`config.mk`:
```
export PLATFORM = sky130hd
export DESIGN_NAME = mvm_ctrl
export DESIGN_NICKNAME = d
export VERILOG_FILES = /design/src/sv/matrix_vector_multiply_assert.svh /design/src/sv/mvm_pkg.sv /design/src/sv/mvm_ctrl.sv
export SDC_FILE = /design/constraint.sdc
export NUM_CORES = 1
export LEC_CHECK = 0
export BUFFER_PORTS_ARGS = -buffer_cell sky130_fd_sc_hd__clkbuf_2
export CAP_MARGIN = 20
export CORE_AREA = 4 4 95 97
export DETAILED_ROUTE_END_ITERATION = 8
export DIE_AREA = 0 0 99 101
export GPL_TIMING_DRIVEN = 1
export SETUP_SLACK_MARGIN = 0.15
export SLEW_MARGIN = 5
export SYNTH_ARGS = -nofsm -noshare
export SYNTH_HDL_FRONTEND = slang
export SYNTH_SLANG_ARGS = --single-unit
```
`constraint.sdc`:
```
create_clock -name clk_i -period 7.1 [get_ports clk_i]
set_input_delay 1.065 -clock clk_i [delete_from_list [all_inputs] [get_ports clk_i]]
set_output_delay 1.065 -clock clk_i [all_outputs]
set_load 0.05 [all_outputs]
```
`src/sv/matrix_vector_multiply_assert.svh`:
```
// assertion macros for the matrix vector multiply block
// clocked on clk_i, quiet while rst_ni is low
`ifndef MATRIX_VECTOR_MULTIPLY_ASSERT_SVH
`define MATRIX_VECTOR_MULTIPLY_ASSERT_SVH

`ifndef SYNTHESIS

`define MVM_ASSERT_SAME(label, ante, cons) \
  label: assert property (@(posedge clk_i) disable iff (!rst_ni) (ante) |-> (cons)) \
    else $error("assertion failed: same-cycle implication");

`define MVM_ASSERT_NEXT(label, ante, cons) \
  label: assert property (@(posedge clk_i) disable iff (!rst_ni) (ante) |=> (cons)) \
    else $error("assertion failed: next-cycle implication");

`else

`define MVM_ASSERT_SAME(label, ante, cons)

`define MVM_ASSERT_NEXT(label, ante, cons)

`endif

`endif

```
`src/sv/mvm_pkg.sv`:
```
package mvm_pkg;

  // configuration register indexes
  typedef enum logic {
    REG_ROW_COUNT    = 1'b0,
    REG_COLUMN_COUNT = 1'b1
  } reg_idx_e;

  localparam int unsigned CountW    = 5;
  localparam int unsigned DataW     = 32;
  localparam int unsigned RowIndexW = 4;
  localparam logic [CountW-1:0] CountReset = 5'd16;

  // controller to datapath
  typedef struct packed {
    logic mat_wr;
    logic vec_wr;
    logic rd;
    logic acc_clr;
    logic out_load;
    logic out_last;
  } cmd_t;

  // datapath to controller
  typedef struct packed {
    logic pipe_busy;
    logic out_free;
  } stat_t;

endpackage

```
`src/sv/mvm_ctrl.sv`:
```
module mvm_ctrl #(
  parameter int unsigned MAX_ROWS = 16,
  parameter int unsigned MAX_COLS = 16,
  localparam int unsigned MaxProd = MAX_ROWS * MAX_COLS,
  localparam int unsigned AW  = (MaxProd > 1) ? $clog2(MaxProd) : 1,
  localparam int unsigned CW  = (MAX_COLS > 1) ? $clog2(MAX_COLS) : 1
) (
  input  logic                        clk_i,
  input  logic                        rst_ni,
  input  logic [mvm_pkg::CountW-1:0]  row_count_i,
  input  logic [mvm_pkg::CountW-1:0]  column_count_i,
  input  logic                        in_valid_i,
  output logic                        in_ready_o,
  input  mvm_pkg::stat_t              stat_i,
  output mvm_pkg::cmd_t               cmd_o,
  output logic [AW-1:0]               mat_addr_o,
  output logic [CW-1:0]               vec_addr_o,
  output logic [mvm_pkg::RowIndexW-1:0] out_row_o
);
  import mvm_pkg::*;

  localparam int unsigned PW  = $clog2(MaxProd + 1);
  localparam int unsigned RLW = $clog2(MAX_ROWS + 1);
  localparam int unsigned CLW = $clog2(MAX_COLS + 1);
  localparam int unsigned MW  = RLW + CLW;

  typedef enum logic [3:0] {
    ST_LOAD  = 4'b0001,
    ST_ISSUE = 4'b0010,
    ST_DRAIN = 4'b0100,
    ST_EMIT  = 4'b1000
  } state_e;

  state_e           state_q, state_d;
  logic [PW-1:0]    pos_q, pos_d, pos_inc;
  logic             vec_phase_q, vec_phase_d;
  logic [RLW-1:0]   rows_q, rows_d, row_q, row_d, rows_eff;
  logic [CLW-1:0]   cols_q, cols_d, col_q, col_d, cols_eff;
  logic [AW-1:0]    rd_addr_q, rd_addr_d;
  logic [MW-1:0]    rc_eff;

  // counts of zero act as one, counts above the maximum act as the maximum
  always_comb begin
    if (row_count_i == '0) begin
      rows_eff = RLW'(1);
    end else if (int'(row_count_i) > int'(MAX_ROWS)) begin
      rows_eff = RLW'(MAX_ROWS);
    end else begin
      rows_eff = RLW'(row_count_i);
    end
    if (column_count_i == '0) begin
      cols_eff = CLW'(1);
    end else if (int'(column_count_i) > int'(MAX_COLS)) begin
      cols_eff = CLW'(MAX_COLS);
    end else begin
      cols_eff = CLW'(column_count_i);
    end
  end

  assign rc_eff  = MW'(rows_eff) * MW'(cols_eff);
  assign pos_inc = PW'(pos_q + 1'b1);

  always_comb begin
    state_d     = state_q;
    pos_d       = pos_q;
    vec_phase_d = vec_phase_q;
    rows_d      = rows_q;
    cols_d      = cols_q;
    row_d       = row_q;
    col_d       = col_q;
    rd_addr_d   = rd_addr_q;
    cmd_o       = '0;
    in_ready_o  = 1'b0;
    mat_addr_o  = pos_q[AW-1:0];
    vec_addr_o  = pos_q[CW-1:0];
    unique case (state_q)
      ST_LOAD: begin
        in_ready_o = 1'b1;
        if (in_valid_i) begin
          if (!vec_phase_q) begin
            cmd_o.mat_wr = 1'b1;
            if (MW'(pos_inc) >= rc_eff) begin
              pos_d       = '0;
              vec_phase_d = 1'b1;
            end else begin
              pos_d = pos_inc;
            end
          end else begin
            cmd_o.vec_wr = 1'b1;
            if (CLW'(pos_inc) >= cols_eff) begin
              pos_d         = '0;
              vec_phase_d   = 1'b0;
              rows_d        = rows_eff;
              cols_d        = cols_eff;
              row_d         = '0;
              col_d         = '0;
              rd_addr_d     = '0;
              cmd_o.acc_clr = 1'b1;
              state_d       = ST_ISSUE;
            end else begin
              pos_d = pos_inc;
            end
          end
        end
      end
      ST_ISSUE: begin
        cmd_o.rd   = 1'b1;
        mat_addr_o = rd_addr_q;
        vec_addr_o = col_q[CW-1:0];
        rd_addr_d  = AW'(rd_addr_q + 1'b1);
        if (CLW'(col_q + 1'b1) == cols_q) begin
          col_d   = '0;
          state_d = ST_DRAIN;
        end else begin
          col_d = CLW'(col_q + 1'b1);
        end
      end
      ST_DRAIN: begin
        if (!stat_i.pipe_busy) begin
          state_d = ST_EMIT;
        end
      end
      ST_EMIT: begin
        if (stat_i.out_free) begin
          cmd_o.out_load = 1'b1;
          if (RLW'(row_q + 1'b1) == rows_q) begin
            cmd_o.out_last = 1'b1;
            state_d        = ST_LOAD;
          end else begin
            row_d         = RLW'(row_q + 1'b1);
            cmd_o.acc_clr = 1'b1;
            state_d       = ST_ISSUE;
          end
        end
      end
      default: begin
        state_d = ST_LOAD;
      end
    endcase
  end

  assign out_row_o = RowIndexW'(row_q);

  always_ff @(posedge clk_i or negedge rst_ni) begin
    if (!rst_ni) begin
      state_q     <= ST_LOAD;
      pos_q       <= '0;
      vec_phase_q <= 1'b0;
      rows_q      <= '0;
      cols_q      <= '0;
      row_q       <= '0;
      col_q       <= '0;
      rd_addr_q   <= '0;
    end else begin
      state_q     <= state_d;
      pos_q       <= pos_d;
      vec_phase_q <= vec_phase_d;
      rows_q      <= rows_d;
      cols_q      <= cols_d;
      row_q       <= row_d;
      col_q       <= col_d;
      rd_addr_q   <= rd_addr_d;
    end
  end

endmodule

```
==> results of run 1 <==
-- power by group --
group	switching [mW]	internal [mW]
Sequential	0.117	0.328
Combinational	0.440	0.236
Clock	0.0862	0.104
Total	0.643	0.667
-- worst max-delay path, cell delays in order --
cell	delay, ps
clkbuf_2	130
clkinv_1	140
o21ai_0	260
or2_2	370
fa_1	500
fa_1	510
fa_1	540
inv_1	40
ha_1	340
a21o_1	170
a21oi_1	210
o21bai_1	90
a21oi_1	170
xor2_1	90
ha_1	210
a2111oi_0	290
o211ai_1	150
o211ai_1	170
o21ai_1	270
o311ai_1	310
-- stage by stage --
step | worst slack, ps | utilization [%]
after floorplan | 1540 | -
after global placement | 1120 | 46.7
after detailed placement | 940 | 46.7
after CTS | 1240 | 48.1
after global routing | 868 | 48.3
final | 1260 | 48.3
-- layout make-up --
| cell class | count | area (µm²) |
|---|---|---|
| fill | 801 | 4200 |
| inverter | 27 | 103 |
| tap | 105 | 131 |
| clock buffer | 5 | 68.8 |
| timing repair buffer | 38 | 205 |
| clock inverter | 3 | 40.0 |
| sequential | 42 | 1050 |
| multi-input combinational | 343 | 2330 |
-- cell families (layout without fill, tap and decap cells) --
group | count (synthesis) | after routing | synth area share (%)
AOI/OAI and AO/OA | 88 | 88 | 16.2
buffers and inverters | 46 | 73 | 6.11
adders and majority gates | 45 | 45 | 17.5
muxes | 3 | 3 | 0.834
DFF | 42 | 42 | 29.2
xor gates and xnor gates | 23 | 23 | 5.59
and+or+nand+nor | 184 | 184 | 24.5
-- cells in the final DEF, fill, tap and decap left out, types with 2 or more instances in the layout --
master    instances
a211o_1           2
a21o_1            3
a21oi_1          15
a22o_1            2
a31oi_1           5
and2_1            3
and3_1            6
clkbuf_2         37
clkbuf_8          5
clkinv_1          2
clkinv_2          3
dfrtp_1          41
fa_1              9
ha_1             36
inv_1            24
mux2i_1           3
nand2_1          79
nand2b_1          6
nand3_1          22
nand3b_1          3
nand4_1           4
nor2_1           33
nor2b_1           7
nor3_1            6
nor3b_1           2
o211ai_1          7
o21a_1            3
o21ai_0          29
o21ai_1           4
o31a_1            2
o31ai_1           3
or2_2             2
xnor2_1          14
xor2_1            9
-- sequential cells by signal, summed over array words and instances, names as in the netlist --
name         count
row_q            5
rd_addr_q        8
rows_q           5
cols_q           5
vec_phase_q      1
pos_q            9
col_q            5
state_q          4
-- layer usage --
| layer | wire length (µm) | track usage [%] | up-vias |
|---|---|---|---|
| met5 | 0 | 0 | - |
| met4 | 66 | 3.68 | 0 |
| met3 | 216 | 2.08 | 4 |
| met2 | 3730 | 27.3 | 41 |
| met1 | 3640 | 21.5 | 1430 |
| li1 | - | - | 1539 |
-- cells in the mapped netlist (all sizes together), types with 3 or more instances --
library cell	count	area share, %
o21a	3	0.63
a31oi	5	0.87
nand2	79	8.2
a21o	3	0.63
mux2i	3	0.83
a21oi	16	2.3
clkbuf	7	0.73
clkinv	3	0.35
o31ai	3	0.63
buf	12	2.5
nand4	5	1.0
nand3	23	3.3
nor2b	7	1.2
ha	36	13
or2	3	0.52
inv	24	2.5
nor3	6	0.83
nand2b	6	1.0
nor2	33	3.4
nand3b	3	0.63
o21ai	33	4.6
and2	3	0.52
o211ai	7	1.5
dfrtp	41	28
fa	9	5.0
and3	7	1.4
xnor2	14	3.4
xor2	9	2.2
-- worst paths after layout --
path / cells after the start / endpoint / from
worst min register to register: 1 / rd_addr_q[7] / rd_addr_q[7]
worst min-delay path: 1 / rd_addr_q[7] / rd_addr_q[7]
worst max register to register: 9 / col_q[3] / pos_q[0]
worst max-delay path: 20 / pos_q[2] / row_count_i[4]
max in group asynchronous: 2 / state_q[0] / rst_ni
min in group asynchronous: 1 / rd_addr_q[7] / rst_ni
==> flow_summary.toml, run 1 <==
[place]
numPortBuffers = 37
hpwl_um = 6040
place_congestion = 0.883
dpl.cell_count = 554
dpl_cell_area_um2 = 3800

[route]
routed-via-count = 3014
viasPerCell = 5.35
routedWlPerCell_um = 13.6
drc = 0
drtPass1Iterations = 4
drtIter0Drc = 96
drt_wl_total_um = 7650
ant_nets = 0

[cells_and_area]
drive_gt1_share_pct = 12.9
num_antenna_cells = 0
area_growth_pct = 9.10
layout.cells.non_filler = 563
post-route-cell-area_um2 = 3930
fin_nets = 517

[grt]
grt_max_degree = 43
grt-ovfl-total = 0
grt_pass1_vias = 2870
grt_first_pass_wirelength_um = 13300
grt.total_usage_pct = 15.9
antenna_found_initial = 0

[power_and_ir_drop]
peakVddDrop_mv = 0.107
total_power_mw = 1.31
leakage_nw = 1.92
cellPowerDensity_nw_per_um2 = 333

[sta]
finalSetupViolCount = 0
worst_hold_slack_ps = 482
rsz0062_at_grt = "false"
relSlewSlack_pct = 39.1
fmax_ghz = 0.171
setup_tns_ps = 0
hold_viol = 0
fin_crit_sh_pct = 82.2
skew_ps = 8.02
drv_slew = 0
tightest_slew_ps = 911
fin_crit_ps = 5840

[worst_setup_path]
worst-setup-path-type = "in2reg"
crit_fanout = 9
critPathLaunchType = "input port"
r2r_slack_ps = 3940
crit_required_ps = 7290
endpoint_kind = "flop"
cp.arrival_ps = 6030

[clock_tree]
clock-sinks = 42
htree_levels = 2
cts.hold.buffers_added = 0
cts_resized = 0
cts_tree = "yes"
path_clk_slew_ps = 90
cts-root-buf = "clkbuf_8"
insertion_delay_ps = 290
clockBufferDepth = 2
postCtsSetupRepairBufs = 0
cts_inserted_buffers = 5

[synthesis]
netlist_instances = 431
yosysWarnings = 0
ys_types = 61
syn_nets = 491
ys_ff_latch = 42
synth_edf_count = 0
avgSynthCellArea_um2 = 8.36
synth_ff_type = "dfrtp_1"
ys_seq_area_share_pct = 29.2
async_reset_ff_share_pct = 100
syn_area_um2 = 3600

[floorplan]
top_level_ports = 38
core_area_um2 = 8130
die_x_um = 99
start_util_pct = 44.3
die_area_um2 = 10000
die_y_um = 101
row_count = 33

[run]
max_cap_violations = 0

[status]
status = "completed"

[hold_path]
min_path_type = "reg2reg"
Note: power is estimated with default switching activity, not from simulation.
==> run 2: changes to the inputs <==
--- a/config.mk
+++ b/config.mk
@@ -5,6 +5,7 @@
 export SDC_FILE = /design/constraint.sdc
 export NUM_CORES = 1
 export LEC_CHECK = 0
+export ABC_AREA = 1
 export BUFFER_PORTS_ARGS = -buffer_cell sky130_fd_sc_hd__clkbuf_2
 export CAP_MARGIN = 20
 export CORE_AREA = 4 4 95 97
==> constraint.sdc (replaced) <==
create_clock -name clk_i -period 6 [get_ports clk_i]
set_input_delay 0.9 -clock clk_i [delete_from_list [all_inputs] [get_ports clk_i]]
set_output_delay 0.9 -clock clk_i [all_outputs]
set_load 0.05 [all_outputs]
==> flow_summary.toml, run 2 <==
[status]
status = "completed"

[place]
numPortBuffers = 37
place_congestion = 0.801
hpwl_um = 6070

[floorplan]
top_level_ports = 38
row_count = 33
die_y_um = 101
die_area_um2 = 10000
start_util_pct = 43.9
die_x_um = 99
core_area_um2 = 8130

[worst_setup_path]
cp.arrival_ps = 5450
crit_required_ps = 6180
worst-setup-path-type = "in2reg"
critPathLaunch = "row_count_i[0]"
crit_fanout = 9
endpoint_kind = "flop"
cp_common_cell = "nand2_1"
r2r_cells = 14
reg2reg_from = "pos_q[0]"
crit_chain = "clkbuf_2 -> nor4_1 -> o21ai_0 -> or2_2 -> fa_1 -> fa_1 -> fa_1 -> inv_1 -> ha_1 -> a21oi_1 -> nand2_1 -> xnor2_1 -> ha_1 -> nand2_1 -> nor2_1 -> nand2_1 -> nand3_1 -> nand2_1 -> nand3_1 -> nand2_1 -> nand3_1 -> nand3_2 -> nand2_1 -> nand2_1"
slowest_delay_ps = 550
critPathLaunchType = "input port"
critPathTopFamily = "adder cells"
slowest_stage = "fa_1"
r2r_slack_ps = 3080
cp.buffers_inverters = 2
r2r_end = "rd_addr_q[7]"

[route]
drt_wl_total_um = 7700
drtPass1Iterations = 4
drc = 0
ant_nets = 0
routed-via-count = 3037
routedWlPerCell_um = 12.4
drtIter0Drc = 94
viasPerCell = 4.90

[clock_tree]
cts_resized = 0
path_clk_slew_ps = 80
insertion_delay_ps = 300
clock-sinks = 42
htree_levels = 2
cts_inserted_buffers = 5
clockBufferDepth = 2
cts_tree = "yes"
cts-root-buf = "clkbuf_8"
cts.hold.buffers_added = 0
postCtsSetupRepairBufs = 0

[cells_and_area]
final_cell_mix = "103 x nand2_1, 83 x inv_1, 41 x nor2_1, 41 x dfrtp_1"
area_growth_pct = 10.7
fin_nets = 574
reg.largest.list = "pos_q x9, rd_addr_q x8"
seqCellArea_um2 = 1050
regMostFlops = "pos_q"
layout_commonest_cell = "nand2_1"
multi_input_area_um2 = 2120
largest_register_ffs = 9
num_antenna_cells = 0
fillers = 816
drive_gt1_share_pct = 13.2
fin_util_pct = 48.6

[grt]
grt_pass1_vias = 2969
grt.total_usage_pct = 16.1
grt-ovfl-total = 0
grt_max_degree = 34
grt_first_pass_wirelength_um = 13400
antenna_found_initial = 0

[sta]
fmax_ghz = 0.190
relSlewSlack_pct = 52.9
setup_tns_ps = 0
hold_viol = 0
rsz0062_at_grt = "false"
worst_hold_slack_ps = 488
fin_crit_sh_pct = 87.8
skew_ps = 13.9
drv_slew = 0
tightest_slew_ps = 706
finalSetupViolCount = 0
fin_crit_ps = 5270

[synthesis]
syn_nets = 539
synth_top_area_share_pct = 28.8
synth_edf_count = 0
synth_area_leaders = "dfrtp_1 29%, ha_1 13%, nand2_1 11%, inv_1 8.7%, o21ai_0 5.2%"
ys_seq_area_share_pct = 29.5
synth_ff_type = "dfrtp_1"
synthTopCellsByCount = "103 x nand2_1, 83 x inv_1, 41 x dfrtp_1, 41 x nor2_1, 37 x o21ai_0"
avgSynthCellArea_um2 = 7.45
yosysWarnings = 0
synth_top_area_cell = "dfrtp_1"
synthMostInstantiatedCell = "nand2_1"
async_reset_ff_share_pct = 100
syn_area_um2 = 3570
ys_ff_latch = 42
ys_types = 35
netlist_instances = 479

[power_and_ir_drop]
total_power_mw = 1.45
peakVddDrop_mv = 0.151
leakage_nw = 2.20
cellPowerDensity_nw_per_um2 = 366

[hold_path]
min_from = "pos_q[8]"
min_path_type = "reg2reg"
hold_end = "pos_q[8]"
holdPathStages = 2

[run]
max_cap_violations = 0
run 2: changes by cell type in the layout (fill, tap and decap cells not counted), moves of 5 or more:
cell      change
nand2b_1      -6
o21ai_0       +8
and3_1        -5
nand2_2       +6
nand3_1      +12
nor2_1        +8
o211ai_1      -7
inv_1        +59
xor2_1       +11
nor2b_1       -7
xnor2_1       -6
nand2_1      +24
a21oi_1       -6
run 2: power by group:
part           total [mW]  leakage (nW)  internal (mW)  switching (mW)
logic               0.811          1.60          0.247           0.564
registers           0.442         0.562          0.363          0.0791
clock network       0.194        0.0408         0.0834           0.111
total                1.45          2.20          0.693           0.753
run 2: worst max path at each step:
stage                           to  slack (ps)  cells past startpoint
after floorplan           pos_q[0]         790                     21
after global placement    pos_q[7]         550                     22
after detailed placement  pos_q[6]         410                     24
after CTS                 pos_q[6]         720                     24
after global routing      pos_q[8]         260                     24
final                     pos_q[6]         730                     24
run 2: area by class of cell:
type	count	share of cell area [%]
Inverter	86	8.17
Timing Repair Buffer	40	5.76
Multi-Input combinational cell	339	53.8
Tap cell	105	3.33
Sequential cell	42	26.6
Clock inverter	3	0.602
Clock buffer	5	1.74
run 2: through the flow:
stage          area (µm²)  cells  worst slack [ps]
2_1_floorplan        3570    479               788
3_3_place_gp         3830    611               555
3_5_place_dp         3860    612               411
4_1_cts              3950    620               715
5_1_grt              3950    620               264
6_report             3950    620               732
run 2: kinds of logic (layout without fill, tap and decap cells):
kind of cell               after synthesis  count (layout)  synth area share, %
adders and majority gates               45              45                 17.7
xor gates and xnor gates                28              28                 6.87
and+or+nand+nor                        207             207                 25.8
buffers and inverters                   98             134                 11.0
AOI/OAI and AO/OA                       59              59                 9.15
DFF                                     42              42                 29.5
run 2: metal layers:
layer	vias to the layer above	part of all wire (%)	GRT usage [%]
met1	1411	48	21.5
met5	-	0	0
met2	34	49	27.6
li1	1586	-	-
met4	0	0.70	3.47
met3	6	2.4	2.42
run 2: worst min-delay path, stage by stage, from the launching register on:
cell     delay (ps)
dfrtp_1         350
nand2_1          50
nand2_1          60
